==> config.mk <==
export PLATFORM = sky130hd
export DESIGN_NAME = valve_stage_sequencer_with_stats
export DESIGN_NICKNAME = d
export VERILOG_FILES = /design/src/hdl/vss_pkg.sv /design/src/hdl/vss_seq.sv /design/src/hdl/vss_stats.sv /design/src/hdl/valve_stage_sequencer_with_stats.sv
export SDC_FILE = /design/constraint.sdc
export NUM_CORES = 1
export LEC_CHECK = 0
export BUFFER_PORTS_ARGS = -buffer_cell sky130_fd_sc_hd__buf_2
export CAP_MARGIN = 20
export CELL_PAD_IN_SITES_DETAIL_PLACEMENT = 1
export CELL_PAD_IN_SITES_GLOBAL_PLACEMENT = 1
export CORE_ASPECT_RATIO = 0.7
export CORE_MARGIN = 8
export CORE_UTILIZATION = 40
export DETAILED_ROUTE_END_ITERATION = 6
export HOLD_SLACK_MARGIN = 0.05
export PLACE_DENSITY = 0.75
export SLEW_MARGIN = 0
export SYNTH_ARGS = -nofsm -noshare
export SYNTH_HDL_FRONTEND = slang
export SYNTH_HIERARCHICAL = 1
export SYNTH_SLANG_ARGS = --single-unit
==> constraint.sdc <==
create_clock -name i_clk -period 27 [get_ports i_clk]
set_input_delay 2.7 -clock i_clk [delete_from_list [all_inputs] [get_ports i_clk]]
set_output_delay 2.7 -clock i_clk [all_outputs]
set_load 0.05 [all_outputs]
==> src/hdl/vss_pkg.sv <==
// Package for the valve stage sequencer: field widths, command and register codes,
// configuration and status structs shared by the sequencer, statistics and top level.
// No dependencies.
`default_nettype none

package vss_pkg;

    localparam int MAX_STAGES   = 6;
    localparam int STAGE_W      = 3;
    localparam int DUR_W        = 16;
    localparam int VALVE_W      = 8;
    localparam int WORD_W       = 24;
    localparam int CYCLE_W      = 32;
    localparam int OXY_IN_W     = 10;
    localparam int STAT_W       = 14;
    localparam int SUM_W        = 32;
    localparam int CNT_W        = 16;
    localparam int CFG_IDX_W    = 3;
    localparam int IN_DATA_W    = 24;
    localparam int OUT_DATA_W   = 184;

    localparam logic [STAT_W-1:0] STAT_MIN_START = STAT_W'(9999);
    localparam logic [STAT_W-1:0] FLOW_LIMIT     = STAT_W'(9999);

    typedef enum logic [1:0] {
        CMD_TICK   = 2'd0,
        CMD_SAMPLE = 2'd1,
        CMD_START  = 2'd2,
        CMD_STOP   = 2'd3
    } t_cmd;

    localparam logic [CFG_IDX_W-1:0] CFG_STAGE_COUNT = CFG_IDX_W'(0);
    localparam logic [CFG_IDX_W-1:0] CFG_VALVE_MASK  = CFG_IDX_W'(1);
    localparam logic [CFG_IDX_W-1:0] CFG_STAGE0      = CFG_IDX_W'(2);

    typedef struct packed {
        logic [STAGE_W-1:0]                   num_stages;
        logic [VALVE_W-1:0]                   valve_mask;
        logic [MAX_STAGES-1:0][WORD_W-1:0]    stage_word;
    } t_cfg;

    // Sequencer state as it stands after the current beat.
    typedef struct packed {
        logic [VALVE_W-1:0] valves;
        logic [STAGE_W-1:0] stage;
        logic [CYCLE_W-1:0] cycles;
    } t_seq_view;

    typedef struct packed {
        logic clear;
        logic fold;
        logic report;
    } t_stat_ctl;

    typedef struct packed {
        logic [STAT_W-1:0] oxy_lo;
        logic [STAT_W-1:0] oxy_hi;
        logic [SUM_W-1:0]  oxy_sum;
        logic [STAT_W-1:0] flow_lo;
        logic [STAT_W-1:0] flow_hi;
        logic [SUM_W-1:0]  flow_sum;
        logic [CNT_W-1:0]  count;
    } t_stats;

endpackage

`default_nettype wire

==> src/hdl/vss_seq.sv <==
// Stage sequencer: run flag, stage pointer, millisecond countdown, cycle counter,
// valve pattern register. Depends on vss_pkg.
`default_nettype none

module vss_seq
    import vss_pkg::*;
(
    input  wire logic      i_clk,
    input  wire logic      i_rst_n,
    input  wire logic      i_fire,
    input  wire t_cmd      i_cmd,
    input  wire t_cfg      i_cfg,
    output t_seq_view      o_view,
    output t_stat_ctl      o_ctl
);

    logic               r_running,  n_running;
    logic [STAGE_W-1:0] r_stage,    n_stage;
    logic [DUR_W-1:0]   r_ticks,    n_ticks;
    logic [CYCLE_W-1:0] r_cycles,   n_cycles;
    logic               r_ended,    n_ended;
    logic [VALVE_W-1:0] r_valves,   n_valves;

    logic [WORD_W-1:0]  cur_word;
    logic [DUR_W-1:0]   cur_dur;
    logic [DUR_W-1:0]   dur0;
    logic [DUR_W-1:0]   ticks_dec;
    logic [STAGE_W:0]   stage_inc;
    logic [STAGE_W:0]   eff_count;

    always_comb begin
        cur_word = '0;
        if (r_stage < STAGE_W'(MAX_STAGES)) begin
            cur_word = i_cfg.stage_word[r_stage];
        end
        cur_dur = (cur_word[WORD_W-1:VALVE_W] == '0) ? DUR_W'(1) : cur_word[WORD_W-1:VALVE_W];
        dur0    = (i_cfg.stage_word[0][WORD_W-1:VALVE_W] == '0)
                ? DUR_W'(1) : i_cfg.stage_word[0][WORD_W-1:VALVE_W];
        // Clamp the stage count into 1..MAX_STAGES.
        if (i_cfg.num_stages == '0) begin
            eff_count = (STAGE_W+1)'(1);
        end else if ({1'b0, i_cfg.num_stages} > (STAGE_W+1)'(MAX_STAGES)) begin
            eff_count = (STAGE_W+1)'(MAX_STAGES);
        end else begin
            eff_count = {1'b0, i_cfg.num_stages};
        end
        ticks_dec = (r_ticks != '0) ? r_ticks - DUR_W'(1) : '0;
        stage_inc = {1'b0, r_stage} + (STAGE_W+1)'(1);
    end

    always_comb begin
        n_running = r_running;
        n_stage   = r_stage;
        n_ticks   = r_ticks;
        n_cycles  = r_cycles;
        n_ended   = r_ended;
        n_valves  = r_valves;
        o_ctl     = '0;
        if (i_fire) begin
            unique case (i_cmd)
                CMD_START: begin
                    n_stage   = '0;
                    n_cycles  = '0;
                    n_ended   = 1'b0;
                    n_ticks   = dur0;
                    n_running = 1'b1;
                    o_ctl.clear = 1'b1;
                end
                CMD_STOP: begin
                    n_running = 1'b0;
                end
                CMD_TICK: begin
                    if (r_running) begin
                        n_ticks = ticks_dec;
                        if (ticks_dec == '0) begin
                            n_valves = (r_valves & ~i_cfg.valve_mask)
                                     | (cur_word[VALVE_W-1:0] & i_cfg.valve_mask);
                            n_ticks  = cur_dur;
                            if (stage_inc >= eff_count) begin
                                n_stage  = '0;
                                n_cycles = r_cycles + CYCLE_W'(1);
                                n_ended  = 1'b1;
                            end else begin
                                n_stage = stage_inc[STAGE_W-1:0];
                            end
                        end
                    end
                end
                CMD_SAMPLE: begin
                    if (r_running) begin
                        o_ctl.fold   = 1'b1;
                        o_ctl.report = r_ended;
                        n_ended      = 1'b0;
                    end
                end
                default: ;
            endcase
        end
    end

    always_ff @(posedge i_clk) begin
        if (!i_rst_n) begin
            r_running <= 1'b0;
            r_stage   <= '0;
            r_ticks   <= '0;
            r_cycles  <= '0;
            r_ended   <= 1'b0;
            r_valves  <= '0;
        end else begin
            r_running <= n_running;
            r_stage   <= n_stage;
            r_ticks   <= n_ticks;
            r_cycles  <= n_cycles;
            r_ended   <= n_ended;
            r_valves  <= n_valves;
        end
    end

    // Packed order: valves, stage, cycles.
    assign o_view = {n_valves, n_stage, n_cycles};

endmodule

`default_nettype wire

==> src/hdl/vss_stats.sv <==
// Per-cycle sensor statistics: min, max, saturating sums and sample count.
// Reports the finished cycle's values before folding in a new sample. Depends on vss_pkg.
`default_nettype none

module vss_stats
    import vss_pkg::*;
(
    input  wire logic                  i_clk,
    input  wire logic                  i_rst_n,
    input  wire t_stat_ctl             i_ctl,
    input  wire logic [OXY_IN_W-1:0]   i_oxygen,
    input  wire logic [STAT_W-1:0]     i_flow,
    output t_stats                     o_stats
);

    t_stats            r_acc, n_acc;
    t_stats            base;
    logic [STAT_W-1:0] oxy;
    logic [STAT_W-1:0] flow;
    logic [SUM_W:0]    oxy_add;
    logic [SUM_W:0]    flow_add;

    localparam t_stats CLEARED = '{
        oxy_lo:  STAT_MIN_START, oxy_hi:  '0, oxy_sum:  '0,
        flow_lo: STAT_MIN_START, flow_hi: '0, flow_sum: '0,
        count:   '0
    };

    always_comb begin
        oxy      = STAT_W'(i_oxygen);
        flow     = (i_flow > FLOW_LIMIT) ? FLOW_LIMIT : i_flow;
        base     = i_ctl.report ? CLEARED : r_acc;
        oxy_add  = {1'b0, base.oxy_sum}  + (SUM_W+1)'(oxy);
        flow_add = {1'b0, base.flow_sum} + (SUM_W+1)'(flow);
        n_acc    = r_acc;
        if (i_ctl.clear) begin
            n_acc = CLEARED;
        end else if (i_ctl.fold) begin
            n_acc.oxy_lo   = (oxy < base.oxy_lo)   ? oxy  : base.oxy_lo;
            n_acc.oxy_hi   = (oxy > base.oxy_hi)   ? oxy  : base.oxy_hi;
            n_acc.oxy_sum  = oxy_add[SUM_W]  ? '1 : oxy_add[SUM_W-1:0];
            n_acc.flow_lo  = (flow < base.flow_lo) ? flow : base.flow_lo;
            n_acc.flow_hi  = (flow > base.flow_hi) ? flow : base.flow_hi;
            n_acc.flow_sum = flow_add[SUM_W] ? '1 : flow_add[SUM_W-1:0];
            n_acc.count    = (base.count == '1) ? base.count : base.count + CNT_W'(1);
        end
    end

    always_ff @(posedge i_clk) begin
        if (!i_rst_n) begin
            r_acc <= CLEARED;
        end else begin
            r_acc <= n_acc;
        end
    end

    // Report the finished cycle; zeros when no report is due.
    assign o_stats = i_ctl.report ? r_acc : '0;

endmodule

`default_nettype wire

==> src/hdl/valve_stage_sequencer_with_stats.sv <==
// Top level of the valve stage sequencer with per-cycle statistics: configuration
// registers, command stream in, one result beat out per command. Uses vss_pkg,
// vss_seq and vss_stats.
`default_nettype none

// Each accepted command beat (tick, sample, start, stop) produces exactly one result
// beat. The whole update is combinational logic from the accepted beat into the state
// registers and the output register, so the block takes one beat per clock: o_s_tready
// is high whenever the output register is empty or is being drained in the same cycle,
// and a result appears on the master side the cycle after its command is taken.
// Throughput is one beat per cycle while the consumer keeps up.
// Configuration writes are always taken (o_cfg_ready is tied high) and should only be
// issued while no results are pending. Register indexes: 0 stage count, 1 valve mask,
// 2..7 stage words (bits 7..0 valve pattern, bits 23..8 duration in ms, zero means one).
// On a tick expiry the stage's pattern is applied under the mask, the countdown reloads
// and the stage advances; wrapping past the last stage bumps the cycle number, and the
// next sample reports the finished cycle's statistics with tuser set.
module valve_stage_sequencer_with_stats
    import vss_pkg::*;
(
    input  wire logic                     i_clk,
    input  wire logic                     i_rst_n,
    // command stream
    input  wire logic                     i_s_tvalid,
    output logic                          o_s_tready,
    input  wire logic [IN_DATA_W-1:0]     i_s_tdata,   // [9:0] oxygen_tenths, [23:10] flow_tenths
    input  wire logic [1:0]               i_s_tuser,   // [1:0] command
    // result stream
    output logic                          o_m_tvalid,
    input  wire logic                     i_m_tready,
    // [7:0] valve_bits, [10:8] stage_index, [42:11] cycle_number, [56:43] oxygen low,
    // [70:57] oxygen high, [102:71] oxygen_sum, [116:103] flow low, [130:117] flow high,
    // [162:131] flow_sum, [178:163] samples in cycle, [183:179] zero
    output logic [OUT_DATA_W-1:0]         o_m_tdata,
    output logic                          o_m_tuser,   // [0] report_valid
    // configuration writes
    input  wire logic                     i_cfg_valid,
    output logic                          o_cfg_ready,
    input  wire logic [CFG_IDX_W-1:0]     i_cfg_index,
    input  wire logic [WORD_W-1:0]        i_cfg_data
);

    t_cfg                  r_cfg;
    logic                  in_fire;
    t_cmd                  cmd;
    t_seq_view             view;
    t_stat_ctl             ctl;
    t_stats                stats;

    logic                  r_ovalid;
    logic [OUT_DATA_W-1:0] r_odata;
    logic                  r_ouser;

    assign o_cfg_ready = 1'b1;

    // Configuration registers; out-of-list indexes are not possible with 3 bits.
    always_ff @(posedge i_clk) begin
        if (!i_rst_n) begin
            r_cfg.num_stages <= STAGE_W'(MAX_STAGES);
            r_cfg.valve_mask <= '1;
            r_cfg.stage_word <= '0;
        end else if (i_cfg_valid) begin
            if (i_cfg_index == CFG_STAGE_COUNT) begin
                r_cfg.num_stages <= i_cfg_data[STAGE_W-1:0];
            end
            if (i_cfg_index == CFG_VALVE_MASK) begin
                r_cfg.valve_mask <= i_cfg_data[VALVE_W-1:0];
            end
            for (int i = 0; i < MAX_STAGES; i++) begin
                if (i_cfg_index == CFG_STAGE0 + CFG_IDX_W'(i)) begin
                    r_cfg.stage_word[i] <= i_cfg_data;
                end
            end
        end
    end

    // Take a beat when the output register is free or drains this cycle.
    assign o_s_tready = !r_ovalid || i_m_tready;
    assign in_fire    = i_s_tvalid && o_s_tready;
    assign cmd        = t_cmd'(i_s_tuser);

    vss_seq u_seq (
        .i_clk   (i_clk),
        .i_rst_n (i_rst_n),
        .i_fire  (in_fire),
        .i_cmd   (cmd),
        .i_cfg   (r_cfg),
        .o_view  (view),
        .o_ctl   (ctl)
    );

    vss_stats u_stats (
        .i_clk    (i_clk),
        .i_rst_n  (i_rst_n),
        .i_ctl    (ctl),
        .i_oxygen (i_s_tdata[OXY_IN_W-1:0]),
        .i_flow   (i_s_tdata[IN_DATA_W-1:OXY_IN_W]),
        .o_stats  (stats)
    );

    // Output register: load on accept, drop valid once the consumer takes it.
    always_ff @(posedge i_clk) begin
        if (!i_rst_n) begin
            r_ovalid <= 1'b0;
        end else if (in_fire) begin
            r_ovalid <= 1'b1;
        end else if (i_m_tready) begin
            r_ovalid <= 1'b0;
        end
    end

    always_ff @(posedge i_clk) begin
        if (in_fire) begin
            r_ouser <= ctl.report;
            r_odata <= {5'b0, stats.count, stats.flow_sum, stats.flow_hi, stats.flow_lo,
                        stats.oxy_sum, stats.oxy_hi, stats.oxy_lo,
                        view.cycles, view.stage, view.valves};
        end
    end

    assign o_m_tvalid = r_ovalid;
    assign o_m_tdata  = r_odata;
    assign o_m_tuser  = r_ouser;

    // A start resets the reported cycle number and never carries a report.
    a_start_clears: assert property (@(posedge i_clk) disable iff (!i_rst_n)
        (in_fire && cmd == CMD_START) |=> (o_m_tdata[42:11] == '0 && !o_m_tuser))
        else $error("start beat did not clear cycle number");

    // Stage pointer never leaves the stage table.
    a_stage_range: assert property (@(posedge i_clk) disable iff (!i_rst_n)
        (o_m_tvalid |-> o_m_tdata[10:8] < STAGE_W'(MAX_STAGES)))
        else $error("stage index out of range");

    // Reports come only from samples.
    a_report_on_sample: assert property (@(posedge i_clk) disable iff (!i_rst_n)
        (in_fire && cmd != CMD_SAMPLE) |=> !o_m_tuser)
        else $error("report on a non-sample command");

    // A result that is not a report carries zero statistics.
    a_quiet_stats: assert property (@(posedge i_clk) disable iff (!i_rst_n)
        (o_m_tvalid && !o_m_tuser) |-> (o_m_tdata[OUT_DATA_W-1:43] == '0))
        else $error("statistics present without report");

endmodule

`default_nettype wire

==> impl_results.md, run 1 <==
- Power Density: 60.6 nW/um^2
- Period utilization: 27.6%
- Height of the die: 234 microns
- Worst setup SP type: input port
- Io pins: 246
- Synth Register Bits: 533
- Run status: finished clean
- Htree depth: 2
- Type of the worst setup path: in2reg
- Clk slew on worst S/H paths: 60 ps
- Area share of fa/ha/maj cells after synthesis: 3.22%
- CTS Hold Bufs: 0
- Worst Clk Skew: 34.5 ps
- Syn Area/Cell: 9.70 sq um
- Area of the multi-input gates: 13600 sq um
- CP arrival: 8040 ps
- Final setup TNS: 0 ps
- Worst slew pin tran: 1160 ps
- Global-route wire length before repair: 135000 microns
- GRT Total Usage: 22.0%
- Cell Area, Synth: 27200 sq um
- FF-to-FF setup slack: 21390 ps
- Die area: 76600 sq um
- Largest family of logic cells by synthesized area: simple AND/OR/NAND/NOR gates
- Routability cong.: 0.885
- Hold depth: 2
- Simple-gate share of the synthesized area: 20.7%
- Pins over their slew limit: 0
- Multiplexer share of the synthesized area: 10.0%
- Core footprint: 67700 sq um
- Worst slew margin: 22.4%
- Top FF cell, synth: dfxtp_1
- Number of synthesized flops with an enable pin: 180
- Die width: 327 microns
- Hold Path End: r_cfg[5]$_SDFFE_PN0P_
- Leak Pwr: 12.2 nW
- Final setup fails: 0
- M1 WL: 41800 microns
- TritonCTS clock tree: yes
- Most common cell after layout, fill and taps aside: dfxtp_1
- Antenna viol nets, final: 0
- VDD IR-drop max: 0.0434 mV
- Fin area: 30800 sq um
- Routed wire per std cell: 22.8 microns
- Worst flop-to-flop path startpoint: o_m_tvalid$_SDFFE_PN0P_
- CP endpoint kind: flip-flop
- Sink Count: 533
- Synth area leaders: dfxtp_1 (26%), edfxtp_1 (20%), mux2i_1 (7.6%), nand2_1 (4.3%), and2_1 (3.8%)
- Fin. Hold Viols: 0
- Worst reg2reg path depth: 15
- R2r endpoint: u_stats/r_acc[45]$_SDFFE_PP0P_
- Initial antenna violation count: 6
- CTS Buf Count: 57
- Post-synth top area share: 26.0%
- CP max FO: 74
- Root buf cell: clkbuf_16
- Vias in the first global route: 23100
- Worst skew pair latency: 650 ps
- Register area share after synthesis: 45.9%
- Crit path required time: 27590 ps
- Register area: 12500 sq um
- Critical hold path startpoint: r_cfg[5]$_SDFFE_PN0P_
- Nets: 3052
- Via/cell ratio: 5.82
- Post-synth ARST share: 0%
- IO Port Bufs: 239
- CTS max path bufs: 3
- DR WL met2: 37900 microns
- Residual DRC: 0
- Commonest non-fill, non-tap cells in the layout: dfxtp_1 (352), nand2_1 (313), buf_2 (238)
- Number of max-cap violations: 0
- Postcts setup bufs: 0
- Area leader, netlist: dfxtp_1
- Unrepaired setup endpoints after global routing: false
- Pre-antenna DRT Iters: 5
- Uppermost layer routed: met5
- Filler Cells Inserted: 7605
- Fmax: 134 MHz
- Tmin final: 7450 ps
- Worst hold path class: reg2reg
- GR Overflow Total: 0
- Initial drt markers: 1840
- # rows: 80
- Layout cells sized above 1: 15.5%
- XOR/XNOR share of the synthesized area: 1.42%
- Post-CTS sizing: 0
- Post-synthesis cell count: 2799
- Met3 routed WL: 6640 microns
- Detailed placer's ending HPWL: 61600 microns
- Synth-to-Final Area Change: 13.5%
- Synth Area in Compound Gates: 14.4%
- Via count: 22600
- Number of library cell types mapped by synthesis: 105
- Wirelength, routed: 88600 microns
- Largest net degree at the start of global routing: 96
- Warnings from Yosys: 6
- Starting density of the core: 40.1%
- Area post-placement: 28900 sq um
## worst max path at each step
stage / start / end / slack (ps) / cells after the start
floorplan: i_m_tready / u_stats/r_acc[107]$_SDFFE_PP0P_ / 13970 / 25
global placement: i_m_tready / u_stats/r_acc[45]$_SDFFE_PP0P_ / 19250 / 16
detailed placement: i_m_tready / u_stats/r_acc[45]$_SDFFE_PP0P_ / 18990 / 16
CTS: i_m_tready / u_stats/r_acc[45]$_SDFFE_PP0P_ / 19660 / 16
global route: i_m_tready / u_stats/r_acc[45]$_SDFFE_PP0P_ / 19220 / 16
finish: i_m_tready / u_stats/r_acc[45]$_SDFFE_PP0P_ / 19550 / 16
## worst max-delay path, cell delays in order
cell and delay, ps:
buf_2 70, nand2b_1 120, and2_4 230, and3_2 420, and2_4 600, buf_4 660
nor2b_1 130, ha_1 440, nand3_1 130, o311ai_0 570, a21o_1 210, a21oi_1 60
o21ai_1 490, nand3_1 750, nand2_1 240, o221a_1 200
## logic make-up (layout without fill, tap and decap cells)
group,after synthesis,after routing
other,2,8
and+or+nand+nor,1069,1069
AOI/OAI and AO/OA,572,572
xor gates and xnor gates,44,44
DFF,533,533
muxes,241,241
adders and majority gates,70,70
buffers and inverters,268,442
## state kept, by name, indices dropped and copies added (netlist names), 3 cells and up
register        count
o_m_tdata         179
r_cfg             155
u_stats/r_acc     136
u_seq/r_cycles     32
u_seq/r_ticks      16
u_seq/r_valves      8
u_seq/r_stage       3
## routing by layer
metal / vias up / GRT usage (%)
met3: 144 / 5.45
met2: 705 / 33.1
li1: 10400 / -
met1: 11300 / 31.1
met5: - / 0
met4: 8 / 6.71
## cell type report
class | count | share of cell area [%]
Tap cell | 902 | 3.66
Multi-Input combinational cell | 2002 | 44.1
Clock inverter | 42 | 1.49
Timing Repair Buffer | 274 | 4.75
Inverter | 60 | 0.730
Sequential cell | 533 | 40.4
Antenna cell | 2 | 0.0162
Clock buffer | 66 | 4.83
## power by group
group	internal (mW)	leakage (nW)	total, mW	switching (mW)
combinational	0.0451	6.61	0.188	0.143
clock	0.460	0.925	0.821	0.361
sequential	0.848	4.66	0.858	0.0103
## per-stage QoR
stage / worst slack, ps / power [mW] / hold slack (ps) / std cells / util (%)
floorplan: 13970 / 1.01 / 432 / 2803 / -
global placement: 19250 / 1.05 / 440 / 3768 / 42.7
detailed placement: 18990 / 1.06 / 454 / 3768 / 42.7
CTS: 19660 / 1.88 / 464 / 3876 / 45.5
global route: 19220 / 1.93 / 477 / 3880 / 45.6
finish: 19550 / 1.87 / 463 / 3881 / 45.6
## Yosys cell counts, types with 17 or more instances
cell type / count
a211oi_1: 23
a21o_1: 18
a21oi_1: 130
a31oi_1: 57
and2_1: 166
and3_1: 34
buf_2: 33
clkbuf_1: 142
dfxtp_1: 353
edfxtp_1: 180
ha_1: 65
inv_1: 56
mux2i_1: 207
mux4_2: 24
nand2_1: 313
nand2b_1: 71
nand3_1: 87
nand4_1: 26
nor2_1: 138
nor2b_1: 64
nor3_1: 35
nor4_1: 22
o211ai_1: 35
o21ai_0: 121
or3_1: 19
xnor2_1: 27
xor2_1: 17
Power figures use the tool's default switching activity.
==> run 2: changes to the inputs <==
- clock period: 27 -> 6.9 ns (I/O delays scaled with it)
==> run 2 against run 1 <==
  * Sequential cell count is the same
  * Combinational power grew to 3.9 times the previous value
  * Via count grew 0.54%
  * Count of clock-buffer cells in the layout grew 10
==> impl_results.md, run 2 (synthesis results as in run 1) <==
- Worst hold path class: in2reg
- Postcts setup bufs: 0 (unchanged)
- Placed Cells: 3775 (+0.19%)
- Most used cell, CP: and2_4
- Crit path required time: 7470 ps (-20120 ps)
- Nets: 3055 (+0.098%)
- Core footprint: 67700 sq um (unchanged)
- Wirelength, routed: 89000 microns (+0.44%)
- Detailed placer's ending HPWL: 61400 microns (-0.27%)
- CP top delay family: simple AND/OR/NAND/NOR gates
- CTS max path bufs: 3 (unchanged)
- Power Density: 237 nW/um^2 (+290%)
- CTS Buf Count: 55 (-3.5%)
- Pins over their slew limit: 0 (unchanged)
- Initial drt markers: 1805 (-1.9%)
- Period utilization: 77.7%
- TritonCTS clock tree: yes
- Via count: 22700 (+0.54%)
- Filler Cells Inserted: 7660 (+0.72%)
- Critical path depth: 16 (unchanged)
- Most common cell after layout, fill and taps aside: dfxtp_1
- Htree depth: 2 (unchanged)
- Critical hold path startpoint: i_s_tvalid
- Starting density of the core: 40.1% (unchanged)
- Worst setup SP type: flip-flop
- Tmin final: 5360 ps
- Type of the worst setup path: reg2reg
- Io pins: 246 (unchanged)
- Leak Pwr: 12.3 nW (+0.53%)
- Crit path buf inv count: 0 (-2)
- Worst slew margin: 27.3% (+4.9 points)
- Worst reg2reg path depth: 16 (+1)
- Synth-to-Final Area Change: 13.9%
- Fmax: 187 MHz
- CP arrival: 5940 ps (-2100 ps)
- Number of max-cap violations: 0 (unchanged)
- Unrepaired setup endpoints after global routing: false
- Worst skew pair latency: 650 ps (about the same)
- Initial antenna violation count: 7 (+1)
- Final Non-Filler Cells: 3884 (+0.077%)
- GRT Total Usage: 22.3% (+0.29 points)
- Area post-placement: 28900 sq um (+0.29%)
- Fin. Hold Viols: 0 (unchanged)
- Run status: finished clean
- GR Overflow Total: 0 (unchanged)
- Hold depth: 3 (+1)
- Root buf cell: clkbuf_16
- Height of the die: 234 microns (unchanged)
- Fin area: 30900 sq um (+0.32%)
- Die area: 76600 sq um (unchanged)
- Vias in the first global route: 23500 (+1.8%)
- CTS Hold Bufs: 0 (unchanged)
- Die width: 327 microns (unchanged)
- Cell-by-cell trace of the critical path: nand2b_4 -> and2_4 -> and3_4 -> and2_4 -> nor2b_1 -> xnor2_1 -> ha_1 -> or2_2 -> a211oi_1 -> o22ai_1 -> a41oi_2 -> o21a_1 -> o21ai_1 -> nand3_1 -> nand2_1 -> o221a_1
- FF-to-FF setup slack: 1540 ps (-19850 ps)
- Largest net degree at the start of global routing: 159 (+66%)
- Max reg flops: 179 (unchanged)
- # rows: 80 (unchanged)
- CP max FO: 39 (-47%)
- Delay of the slowest cell on the worst path: 820 ps (+70 ps)
- Routed wire per std cell: 22.9 microns (+0.36%)
- Final setup TNS: 0 ps (unchanged)
- Sink Count: 533 (unchanged)
- CP endpoint kind: flip-flop
- Worst Clk Skew: 32.5 ps (-2.08 ps)
- Antenna viol nets, final: 0 (unchanged)
- Hold Path End: o_m_tvalid$_SDFFE_PN0P_
- Clk slew on worst S/H paths: 70 ps (about the same)
- Pre-antenna DRT Iters: 5 (unchanged)
- Residual DRC: 0 (unchanged)
- Global-route wire length before repair: 137000 microns (+1.9%)
- Slowest stage cell, crit path: nand3_1
- VDD IR-drop max: 0.215 mV (+390%)
- Routability cong.: 0.888 (+0.31%)
- Worst slew pin tran: 1090 ps (-65.1 ps)
- Post-CTS sizing: 0 (unchanged)
- Post-layout util: 45.7% (+0.14 points)
- Commonest non-fill, non-tap cells in the layout: dfxtp_1 (352), nand2_1 (313), buf_2 (239)
- R2r endpoint: u_stats/r_acc[45]$_SDFFE_PP0P_
- Worst flop-to-flop path startpoint: o_m_tvalid$_SDFFE_PN0P_
- Final setup fails: 0 (unchanged)
- Via/cell ratio: 5.85 (+0.46%)
- IO Port Bufs: 239 (unchanged)
- Layout cells sized above 1: 15.7% (+0.20 points)
run 2: cell count changes in the layout (fill, tap and decap cells not counted), moves of 2 or more:
cell,previous run,this run
clkinv_1,10,5
buf_4,32,38
inv_6,5,0
clkbuf_8,3,12
clkbuf_1,6,9
clkinvlp_4,10,5
clkbuf_2,2,0
clkbuf_16,57,55
diode_2,2,4
run 2: cell type report:
cell class / count / area, sq um / area share, %
inverters: 60 / 225 / 0.728
clock buffers: 76 / 1580 / 5.09
diodes: 4 / 10.0 / 0.0324
repair buffers: 279 / 1510 / 4.89
well taps: 902 / 1130 / 3.65
clock inverters: 28 / 399 / 1.29
multi-input cells: 2002 / 13600 / 44.0
flip-flops and latches: 533 / 12500 / 40.3
run 2: routing by layer:
layer / GRT usage, % / share of wire, %
met5: 0 / 0.017
met4: 5.54 / 1.9
met3: 4.57 / 6.5
met2: 34.4 / 44
met1: 31.9 / 48
run 2: stage by stage:
| stage | power, mW | hold slack, ps | worst slack [ps] |
|---|---|---|---|
| 2_1_floorplan | 3.93 | 432 | -12.1 |
| 3_3_place_gp | 4.13 | 440 | 1350 |
| 3_5_place_dp | 4.15 | 454 | 1120 |
| 4_1_cts | 7.42 | 252 | 1540 |
| 5_1_grt | 7.58 | 282 | 1130 |
| 6_report | 7.34 | 306 | 1540 |
run 2: worst max-delay path by stage:
stage                       startpoint                              end  slack (ps)
6_report       o_m_tvalid$_SDFFE_PN0P_   u_stats/r_acc[45]$_SDFFE_PP0P_        1540
3_5_place_dp                i_m_tready   u_stats/r_acc[45]$_SDFFE_PP0P_        1120
5_1_grt        o_m_tvalid$_SDFFE_PN0P_   u_stats/r_acc[45]$_SDFFE_PP0P_        1130
2_1_floorplan               i_m_tready  u_stats/r_acc[107]$_SDFFE_PP0P_         -10
4_1_cts        o_m_tvalid$_SDFFE_PN0P_   u_stats/r_acc[45]$_SDFFE_PP0P_        1540
3_3_place_gp                i_m_tready   u_stats/r_acc[45]$_SDFFE_PP0P_        1350
run 2: worst min-delay path, stage by stage:
cell	delay (ps)
buf_2	100
inv_1	40
a21boi_0	60
run 2: power breakdown:
group / switching [mW] / internal (mW)
clock network: 1.37 / 1.88
registers: 0.0395 / 3.32
logic: 0.559 / 0.177
total: 1.97 / 5.37
